`src/sv/pdqm_pkg.sv`:
```
`default_nettype none
package pdqm_pkg;

    // default table depth
    localparam int MAX_INTERVALS_DEF = 16;

    // stream widths
    localparam int S_TDATA_W = 104;
    localparam int M_TDATA_W = 40;

    // serial divider widths
    localparam int DVD_W = 49;
    localparam int DVS_W = 32;

    typedef enum logic [1:0] {
        KIND_INSERT   = 2'd0,
        KIND_QUANTILE = 2'd1,
        KIND_MODE     = 2'd2,
        KIND_CLEAR    = 2'd3
    } kind_t;

    typedef enum logic [2:0] {
        ST_OK      = 3'd0,
        ST_FULL    = 3'd1,
        ST_EMPTY   = 3'd2,
        ST_CLAMPED = 3'd3,
        ST_ZERODIV = 3'd4
    } st_t;

    // one table entry
    typedef struct packed {
        logic signed [31:0] lower;
        logic signed [31:0] upper;
        logic [16:0]        mass;
        logic [31:0]        height;
    } entry_t;

    // datapath micro-operations
    typedef enum logic [4:0] {
        OP_NONE,
        OP_CAPTURE,
        OP_CLEAR,
        OP_SET_ST,
        OP_INS_START,
        OP_IDX_CLR,
        OP_RD_IDX,
        OP_IDX_INC,
        OP_SH_INIT,
        OP_RD_JM1,
        OP_SH_WR,
        OP_INS_WR,
        OP_Q_ACC,
        OP_Q_CLAMP,
        OP_GRAB,
        OP_RES_LOW,
        OP_Q_MUL,
        OP_DIV_Q,
        OP_RES_ADD,
        OP_M_SCAN,
        OP_RD_M,
        OP_RD_MM1,
        OP_RD_MP1,
        OP_MUL_H,
        OP_SUB_A,
        OP_SUB_P,
        OP_M_MUL,
        OP_DIV_M,
        OP_EMIT
    } dp_op_t;

    typedef struct packed {
        dp_op_t op;
        st_t    st;
    } cmd_t;

    typedef struct packed {
        kind_t kind;
        logic  full;
        logic  empty;
        logic  ins_bad;
        logic  idx_at_cnt;
        logic  lo_gt_up;
        logic  lo_eq_up;
        logic  sh_done;
        logic  q_below;
        logic  idx_last;
        logic  mass_zero;
        logic  has_prev;
        logic  has_next;
        logic  dsum_zero;
        logic  div_idle;
        logic  out_free;
    } sts_t;

endpackage
`default_nettype wire

```
`src/sv/pdqm_ctrl.sv`:
```
`default_nettype none
module pdqm_ctrl (
    input  wire logic            aclk,
    input  wire logic            aresetn,
    input  wire logic            s_tvalid,
    output logic                 s_tready,
    input  wire pdqm_pkg::sts_t  sts,
    output pdqm_pkg::cmd_t       cmd
);
    import pdqm_pkg::*;

    typedef enum logic [27:0] {
        S_IDLE     = 28'h1 << 0,
        S_DECODE   = 28'h1 << 1,
        S_INS_RD   = 28'h1 << 2,
        S_INS_CMP  = 28'h1 << 3,
        S_SH_INIT  = 28'h1 << 4,
        S_SH_RD    = 28'h1 << 5,
        S_SH_WR    = 28'h1 << 6,
        S_INS_WAIT = 28'h1 << 7,
        S_Q_RD     = 28'h1 << 8,
        S_Q_CMP    = 28'h1 << 9,
        S_Q_CLAMP  = 28'h1 << 10,
        S_Q_LAND   = 28'h1 << 11,
        S_Q_CHK    = 28'h1 << 12,
        S_Q_DIV    = 28'h1 << 13,
        S_DIV_WAIT = 28'h1 << 14,
        S_M_RD     = 28'h1 << 15,
        S_M_CMP    = 28'h1 << 16,
        S_M_RDM    = 28'h1 << 17,
        S_M_GET    = 28'h1 << 18,
        S_M_RDA    = 28'h1 << 19,
        S_M_MULA   = 28'h1 << 20,
        S_M_SUBA   = 28'h1 << 21,
        S_M_RDP    = 28'h1 << 22,
        S_M_MULP   = 28'h1 << 23,
        S_M_SUBP   = 28'h1 << 24,
        S_M_CHK    = 28'h1 << 25,
        S_M_DIV    = 28'h1 << 26,
        S_EMIT     = 28'h1 << 27
    } state_t;

    state_t state_reg;
    state_t state_next;

    always_ff @(posedge aclk) begin
        if (!aresetn) begin
            state_reg <= S_IDLE;
        end else begin
            state_reg <= state_next;
        end
    end

    // sequencing and command decode
    always_comb begin
        state_next = state_reg;
        cmd.op     = OP_NONE;
        cmd.st     = ST_OK;
        s_tready   = 1'b0;
        case (state_reg)
            S_IDLE: begin
                s_tready = 1'b1;
                if (s_tvalid) begin
                    cmd.op     = OP_CAPTURE;
                    state_next = S_DECODE;
                end
            end
            S_DECODE: begin
                case (sts.kind)
                    KIND_INSERT: begin
                        if (sts.full) begin
                            cmd.op     = OP_SET_ST;
                            cmd.st     = ST_FULL;
                            state_next = S_EMIT;
                        end else if (sts.ins_bad) begin
                            cmd.op     = OP_SET_ST;
                            cmd.st     = ST_ZERODIV;
                            state_next = S_EMIT;
                        end else begin
                            cmd.op     = OP_INS_START;
                            state_next = S_INS_RD;
                        end
                    end
                    KIND_QUANTILE, KIND_MODE: begin
                        if (sts.empty) begin
                            cmd.op     = OP_SET_ST;
                            cmd.st     = ST_EMPTY;
                            state_next = S_EMIT;
                        end else begin
                            cmd.op     = OP_IDX_CLR;
                            state_next = (sts.kind == KIND_MODE) ? S_M_RD : S_Q_RD;
                        end
                    end
                    default: begin
                        cmd.op     = OP_CLEAR;
                        state_next = S_EMIT;
                    end
                endcase
            end
            // insert: find the slot
            S_INS_RD: begin
                if (sts.idx_at_cnt) begin
                    state_next = S_SH_INIT;
                end else begin
                    cmd.op     = OP_RD_IDX;
                    state_next = S_INS_CMP;
                end
            end
            S_INS_CMP: begin
                if (sts.lo_gt_up) begin
                    cmd.op     = OP_IDX_INC;
                    state_next = S_INS_RD;
                end else if (sts.lo_eq_up) begin
                    cmd.op     = OP_IDX_INC;
                    state_next = S_SH_INIT;
                end else begin
                    state_next = S_SH_INIT;
                end
            end
            // insert: move later entries up one place
            S_SH_INIT: begin
                cmd.op     = OP_SH_INIT;
                state_next = S_SH_RD;
            end
            S_SH_RD: begin
                if (sts.sh_done) begin
                    state_next = S_INS_WAIT;
                end else begin
                    cmd.op     = OP_RD_JM1;
                    state_next = S_SH_WR;
                end
            end
            S_SH_WR: begin
                cmd.op     = OP_SH_WR;
                state_next = S_SH_RD;
            end
            S_INS_WAIT: begin
                if (sts.div_idle) begin
                    cmd.op     = OP_INS_WR;
                    state_next = S_EMIT;
                end
            end
            // quantile: cumulative mass walk
            S_Q_RD: begin
                cmd.op     = OP_RD_IDX;
                state_next = S_Q_CMP;
            end
            S_Q_CMP: begin
                cmd.op = OP_Q_ACC;
                if (sts.q_below && sts.idx_last) begin
                    state_next = S_Q_CLAMP;
                end else if (sts.q_below) begin
                    state_next = S_Q_RD;
                end else begin
                    state_next = S_Q_LAND;
                end
            end
            S_Q_CLAMP: begin
                cmd.op     = OP_Q_CLAMP;
                state_next = S_EMIT;
            end
            S_Q_LAND: begin
                cmd.op     = OP_GRAB;
                state_next = S_Q_CHK;
            end
            S_Q_CHK: begin
                if (sts.mass_zero) begin
                    cmd.op     = OP_RES_LOW;
                    cmd.st     = ST_ZERODIV;
                    state_next = S_EMIT;
                end else begin
                    cmd.op     = OP_Q_MUL;
                    state_next = S_Q_DIV;
                end
            end
            S_Q_DIV: begin
                cmd.op     = OP_DIV_Q;
                state_next = S_DIV_WAIT;
            end
            S_DIV_WAIT: begin
                if (sts.div_idle) begin
                    cmd.op     = OP_RES_ADD;
                    state_next = S_EMIT;
                end
            end
            // mode: tallest interval, first one wins
            S_M_RD: begin
                cmd.op     = OP_RD_IDX;
                state_next = S_M_CMP;
            end
            S_M_CMP: begin
                cmd.op     = OP_M_SCAN;
                state_next = sts.idx_last ? S_M_RDM : S_M_RD;
            end
            S_M_RDM: begin
                cmd.op     = OP_RD_M;
                state_next = S_M_GET;
            end
            S_M_GET: begin
                cmd.op = OP_GRAB;
                if (sts.has_prev) begin
                    state_next = S_M_RDA;
                end else if (sts.has_next) begin
                    state_next = S_M_RDP;
                end else begin
                    state_next = S_M_CHK;
                end
            end
            S_M_RDA: begin
                cmd.op     = OP_RD_MM1;
                state_next = S_M_MULA;
            end
            S_M_MULA: begin
                cmd.op     = OP_MUL_H;
                state_next = S_M_SUBA;
            end
            S_M_SUBA: begin
                cmd.op     = OP_SUB_A;
                state_next = sts.has_next ? S_M_RDP : S_M_CHK;
            end
            S_M_RDP: begin
                cmd.op     = OP_RD_MP1;
                state_next = S_M_MULP;
            end
            S_M_MULP: begin
                cmd.op     = OP_MUL_H;
                state_next = S_M_SUBP;
            end
            S_M_SUBP: begin
                cmd.op     = OP_SUB_P;
                state_next = S_M_CHK;
            end
            S_M_CHK: begin
                if (sts.dsum_zero) begin
                    cmd.op     = OP_RES_LOW;
                    cmd.st     = ST_ZERODIV;
                    state_next = S_EMIT;
                end else begin
                    cmd.op     = OP_M_MUL;
                    state_next = S_M_DIV;
                end
            end
            S_M_DIV: begin
                cmd.op     = OP_DIV_M;
                state_next = S_DIV_WAIT;
            end
            // hand the result to the output register
            S_EMIT: begin
                if (sts.out_free) begin
                    cmd.op     = OP_EMIT;
                    state_next = S_IDLE;
                end
            end
            default: begin
                state_next = S_IDLE;
            end
        endcase
    end

endmodule
`default_nettype wire
```
`config.mk`:
```
export PLATFORM = sky130hd
export DESIGN_NAME = pdqm_ctrl
export DESIGN_NICKNAME = d
export VERILOG_FILES = /design/src/sv/pdqm_pkg.sv /design/src/sv/pdqm_ctrl.sv
export SDC_FILE = /design/constraint.sdc
export NUM_CORES = 1
export LEC_CHECK = 0
export ABC_AREA = 1
export BUFFER_PORTS_ARGS = -buffer_cell sky130_fd_sc_hd__buf_4
export CAP_MARGIN = 5
export CELL_PAD_IN_SITES_DETAIL_PLACEMENT = 1
export CELL_PAD_IN_SITES_GLOBAL_PLACEMENT = 1
export CORE_MARGIN = 2
export CORE_UTILIZATION = 25
export CTS_CLUSTER_DIAMETER = 80
export DETAILED_ROUTE_END_ITERATION = 16
export PLACE_DENSITY_LB_ADDON = 0.1
export SYNTH_ARGS = -nofsm -noshare
export SYNTH_HDL_FRONTEND = slang
export SYNTH_SLANG_ARGS = --single-unit
export TNS_END_PERCENT = 100
```
`constraint.sdc`:
```
create_clock -name aclk -period 1.6 [get_ports aclk]
set_input_delay 0.16 -clock aclk [delete_from_list [all_inputs] [get_ports aclk]]
set_output_delay 0.16 -clock aclk [all_outputs]
set_load 0.02 [all_outputs]
```
After elaboration in Yosys (flattened, before gate mapping)
Index checks and enable logic that the tools add are counted.
W data, S select, Z words.
- register bits: 28
- latch bits: 0
- bits in writable memories: 0
- memory bits (read-only): 0
- input bits: 20
- memories kept: 0
- add/sub/neg operators: 0
- multiply operators: 0
- div/mod/pow operators: 0
- order comparisons: 0
- eq/ne operators: 33
- shift-type cells: 0
- muxes and demuxes: 41
- bitwise operators: 0
- reduce and logical (&&, ||, !) cells: 10
- operators with widths (operator ; number):
    $pmux W28 S25 ; 1
    $mux W28 ; 8
    $pmux W5 S25 ; 1
    $pmux W28 S2 ; 1
    $mux W26 ; 2
    $mux W5 ; 6
    $eq A28 B1 Y1 const B ; 1
    $eq A28 B10 Y1 const B ; 1
    $eq A28 B11 Y1 const B ; 1
    $eq A28 B12 Y1 const B ; 1
    $eq A28 B13 Y1 const B ; 1
    $eq A28 B14 Y1 const B ; 1
    $eq A28 B15 Y1 const B ; 1
    $eq A28 B16 Y1 const B ; 1
    $eq A28 B17 Y1 const B ; 1
    $eq A28 B18 Y1 const B ; 1
    $eq A28 B19 Y1 const B ; 1
    $eq A28 B2 Y1 const B ; 1
    $eq A28 B20 Y1 const B ; 1
    $eq A28 B21 Y1 const B ; 1
    $eq A28 B22 Y1 const B ; 1
    $eq A28 B23 Y1 const B ; 1
    $eq A28 B24 Y1 const B ; 1
    $eq A28 B25 Y1 const B ; 1
    29 further kinds ; 47

Longest topological paths before layout
- depth after elaboration: 5
- mapped depth: 15
- mapped depth without buffers: 13

Least setup slack after synthesis
Ideal clock, no wire load.
- kind: register to output
- start point: reg state_reg[20]
- end point: out cmd[6] (netlist name)
- arrival time: 1.564 ns
- data required time: 1.440 ns
- path slack: -0.125 ns
- stages on the path, launching flop included: 11
- buffers on the path: 1
- path through: dfxtp_1 > nor2_2 > nand2_2 > inv_2 > nand2_4 > nor2_8 > buf_12 > nand3_1 > or2_2 > nand3_1 > nand3b_1
- RTL lines (element ; line ; source):
    start: declaration ; pdqm_ctrl.sv:43 ; state_t state_reg;
    start signal: assignment ; pdqm_ctrl.sv:50 ; state_reg <= state_next;
    end: declaration ; pdqm_ctrl.sv:8 ; output pdqm_pkg::cmd_t cmd

==> metrics <==
# port buffers=28; number of nets in the finished design=around 550; Die Wd=101.5 um; proportion of synthesized chip area in sequential cells=about a quarter; DRT iter0 DRCs=a little under 80; post-route clock period utilization=138.4%; maximum clock frequency=~0.45 GHz; leakage power of the design=around 2.0 nW; highest net fanout along the worst path=5; final core utilization=a little under half; min-delay src=sts[7]; endpoint arrival time on the critical path=a little over 2 ns; min-delay worst type=primary input to flop; power spent charging and discharging nets=approximately 800 uW; Startpoint Class=flop; top-level I/O count=29; cell area after synthesis=between 2000 and 2500 sq um; status=finished, violations left; wire length of the first global-routing pass=~16000 um; Tightest Pin Transition=0.4731 ns; count of TritonRoute iterations in the first routing pass=4; power density over cell area=around 530 nW/um^2; Syn. warnings=0; design internal power=approximately 1.4 mW; initial antenna violation count=0; worst-case register-to-register setup slack=-0.51 ns; pin count of the biggest net entering global routing=16; floorplan core area=between 9000 and 10000 sq um; worst endpoint required time=roughly 1.4 ns; global-route congestion overflow total=0; total design power=2.239 mW; leading cell type in the layout, fill and taps excluded=sky130_fd_sc_hd__buf_4; setup repair after global routing missed its margin=true; crit end category=primary output; CTS tree=yes; area used by sequential logic in the layout=between 500 and 600 sq um; number of buffers created by CTS=3; register share of total power=about 32%; post-route worst setup slack=-0.6147 ns; total instance count after detailed placement=625; buffer depth of the longest clock path=2; number of cells on the worst hold path=2; CTS H-tree depth=1; r2r startpoint=state_reg[16]$_SDFFE_PN0P_; die span in y=slightly above 100 um; Worst Reg2Reg Path Length in Cells=18; Clock Power Share=21.1%; count of cell types in the netlist=32; max-capacitance violation count=0; number of synthesized register bits=28; busiest metal layer after global routing=met2; antenna violation net count after detailed routing=0; CTS clock-pin slew for the worst setup and hold paths=~0.11 ns; CTS hold repair buffers=0; DRC=0; half-perimeter wire length of the detailed placement result=7784 um; average vias per placed instance=roughly 4.5; total wire length=roughly 10000 um; Layout fillers=roughly 1.2k; Max transition margin=roughly two thirds; n_diodes=0; Setup WS pre-CTS=-0.3808 ns; clk_lat worst skew=between 0.2 and 0.3 ns; time the worst path needs with I/O delays and setup=2.215 ns; flip-flop count of the largest register after layout=28; number of setup violations in the final report=29; total vias in the final route=2930; fraction of met3 tracks used by global routing=under 10%; fraction of power consumed by combinational cells=around 47%; final instance count without filler cells=~650; Final Wtd Congestion=between 0.8 and 0.9; classification of the worst setup path=flop to primary output; routed length per instance=15.41 um; commonest cells after routing, fill and taps aside=sky130_fd_sc_hd__buf_4 (107), sky130_fd_sc_hd__nand2_1 (63), sky130_fd_sc_hd__inv_1 (49); synthesized area divided by synthesized cell count=roughly 6.3 sq um; vias in the first global route=3169; worst hold path endpoint=state_reg[11]$_SDFFE_PN0P_; minimum hold slack=0.03142 ns; count of pins over their slew limit=0; grt met2 use=36.22%; final hold vios=0; footprint of the multi-input gates=a little under 2000 sq um; layout overhead on the synthesized area=77.30%; Post-Syn Nets=between 400 and 500; met1 Resource Use GR=25.47%; die area=roughly 10000 sq um; Synth Instances=380; Max rail drop VDD=approximately 0.31 mV; initial core utilization=between 20% and 30%; number of standard-cell rows in the floorplan=35; switching power as a share of total power=between 30 and 40%; clock sinks=28; share of layout cells above drive strength 1=56.98%; end of the worst register-to-register path=state_reg[27]$_SDFFE_PN0P_; violations in the final reports=setup timing; library cell used as clock root buffer=sky130_fd_sc_hd__clkbuf_8; clock tree skew after final layout=0.004468 ns; aggregate global-route resource usage=about a fifth
-- worst max-delay path, cell delays in order (launching register included) --
cell and delay (ns):
sky130_fd_sc_hd__dfxtp_2 0.35, sky130_fd_sc_hd__nor2_4 0.14, sky130_fd_sc_hd__nand2_4 0.09, sky130_fd_sc_hd__inv_4 0.06, sky130_fd_sc_hd__nand2_4 0.07, sky130_fd_sc_hd__nor2_8 0.19
sky130_fd_sc_hd__buf_6 0.15, sky130_fd_sc_hd__nand3_2 0.07, sky130_fd_sc_hd__or2_4 0.25, sky130_fd_sc_hd__nand3_2 0.10, sky130_fd_sc_hd__nand3b_1 0.17, sky130_fd_sc_hd__buf_6 0.14
-- what timing repair did --
item	4_1_cts	5_1_grt
gates resized for setup	84	65
setup buffers	19	11
pin swaps	23	22
gates cloned	2	0
setup endpoints to repair	33	36
-- synth_stat cells --
| cell | number | area share (%) |
|---|---|---|
| sky130_fd_sc_hd__o32ai_1 | 1 | 0.37 |
| sky130_fd_sc_hd__nor2_2 | 14 | 3.7 |
| sky130_fd_sc_hd__a21boi_0 | 1 | 0.32 |
| sky130_fd_sc_hd__nand2_1 | 80 | 13 |
| sky130_fd_sc_hd__dfxtp_1 | 28 | 24 |
| sky130_fd_sc_hd__buf_6 | 1 | 0.47 |
| sky130_fd_sc_hd__a31oi_1 | 1 | 0.26 |
| sky130_fd_sc_hd__o21ai_0 | 6 | 1.3 |
| sky130_fd_sc_hd__nand2_2 | 8 | 2.1 |
| sky130_fd_sc_hd__nor2_4 | 16 | 7.6 |
| sky130_fd_sc_hd__nand3b_2 | 1 | 0.47 |
| sky130_fd_sc_hd__nor3_1 | 21 | 4.4 |
| sky130_fd_sc_hd__inv_2 | 8 | 1.3 |
| sky130_fd_sc_hd__and3_1 | 1 | 0.26 |
| sky130_fd_sc_hd__a21oi_1 | 3 | 0.63 |
| sky130_fd_sc_hd__or2_2 | 1 | 0.26 |
| sky130_fd_sc_hd__nor2_1 | 75 | 12 |
| sky130_fd_sc_hd__clkinv_1 | 1 | 0.16 |
| sky130_fd_sc_hd__nor3b_1 | 2 | 0.63 |
| sky130_fd_sc_hd__o211ai_1 | 2 | 0.63 |
| sky130_fd_sc_hd__a21oi_2 | 2 | 0.74 |
| sky130_fd_sc_hd__nor4_1 | 2 | 0.53 |
| sky130_fd_sc_hd__nand3_2 | 2 | 0.84 |
| sky130_fd_sc_hd__nor3_2 | 1 | 0.42 |
| sky130_fd_sc_hd__ha_1 | 3 | 1.6 |
| sky130_fd_sc_hd__inv_1 | 55 | 8.7 |
| sky130_fd_sc_hd__nand3b_1 | 3 | 0.95 |
| sky130_fd_sc_hd__nor2_8 | 1 | 0.84 |
| sky130_fd_sc_hd__buf_12 | 2 | 1.7 |
| sky130_fd_sc_hd__nand2_4 | 9 | 4.3 |
| sky130_fd_sc_hd__nand4_1 | 9 | 2.4 |
| sky130_fd_sc_hd__nand3_1 | 20 | 4.2 |
-- how the worst max path moves through the flow --
stage,startpoint,end,slack [ns],depth (start not counted)
floorplan,state_reg[17]$_SDFFE_PN0P_,state_reg[14]$_SDFFE_PN0P_,-0.1,15
global placement,state_reg[16]$_SDFFE_PN0P_,cmd[4],-0.36,13
detailed placement,state_reg[23]$_SDFFE_PN0P_,state_reg[8]$_SDFFE_PN0P_,-0.38,12
CTS,state_reg[17]$_SDFFE_PN0P_,cmd[5],-0.57,12
global route,state_reg[11]$_SDFFE_PN0P_,cmd[4],-0.71,12
finish,state_reg[16]$_SDFFE_PN0P_,cmd[6],-0.61,11
-- per-layer routing --
layer  up-vias  part of all wire (%)
li1       1471                     -
met1      1400                    45
met2        46                    52
met3        13                   2.3
met4         0                   1.3
met5         -                     0
-- metrics by stage --
step	cell area, sq um	setup TNS, ns
after CTS	3978	-13.27
after global routing	4213	-16.27
final	4213	-12.96
after detailed placement	3448	-8.133
after floorplan	2420	-0.9933
after global placement	3448	-7.450
-- power by group through the flow --
stage | Clock (mW) | Sequential [mW] | Combinational, mW
finish | 0.473 | 0.721 | 1.04
global route | 0.499 | 0.722 | 1.11
global placement | 0 | 0.731 | 0.662
floorplan | 0 | 0.733 | 0.381
CTS | 0.481 | 0.721 | 0.954
detailed placement | 0 | 0.732 | 0.673
-- cells by family after synthesis --
| logic type | Yosys count | synth area share [%] |
|---|---|---|
| AND/OR/NAND/NOR | 266 | 58.35 |
| buffers and inverters | 67 | 12.27 |
| adder cells (fa/ha/maj) | 3 | 1.580 |
| flip-flops | 28 | 23.59 |
| AO/OA/AOI/OAI | 16 | 4.213 |
-- layout make-up --
type	count	area share [%]
clock buffers	4	1.307
inverters	64	5.881
multi-input cells	286	45.80
flip-flops and latches	28	13.78
well taps	129	3.831
repair buffers	141	29.40
No activity file was read; power rests on OpenSTA's default activity.
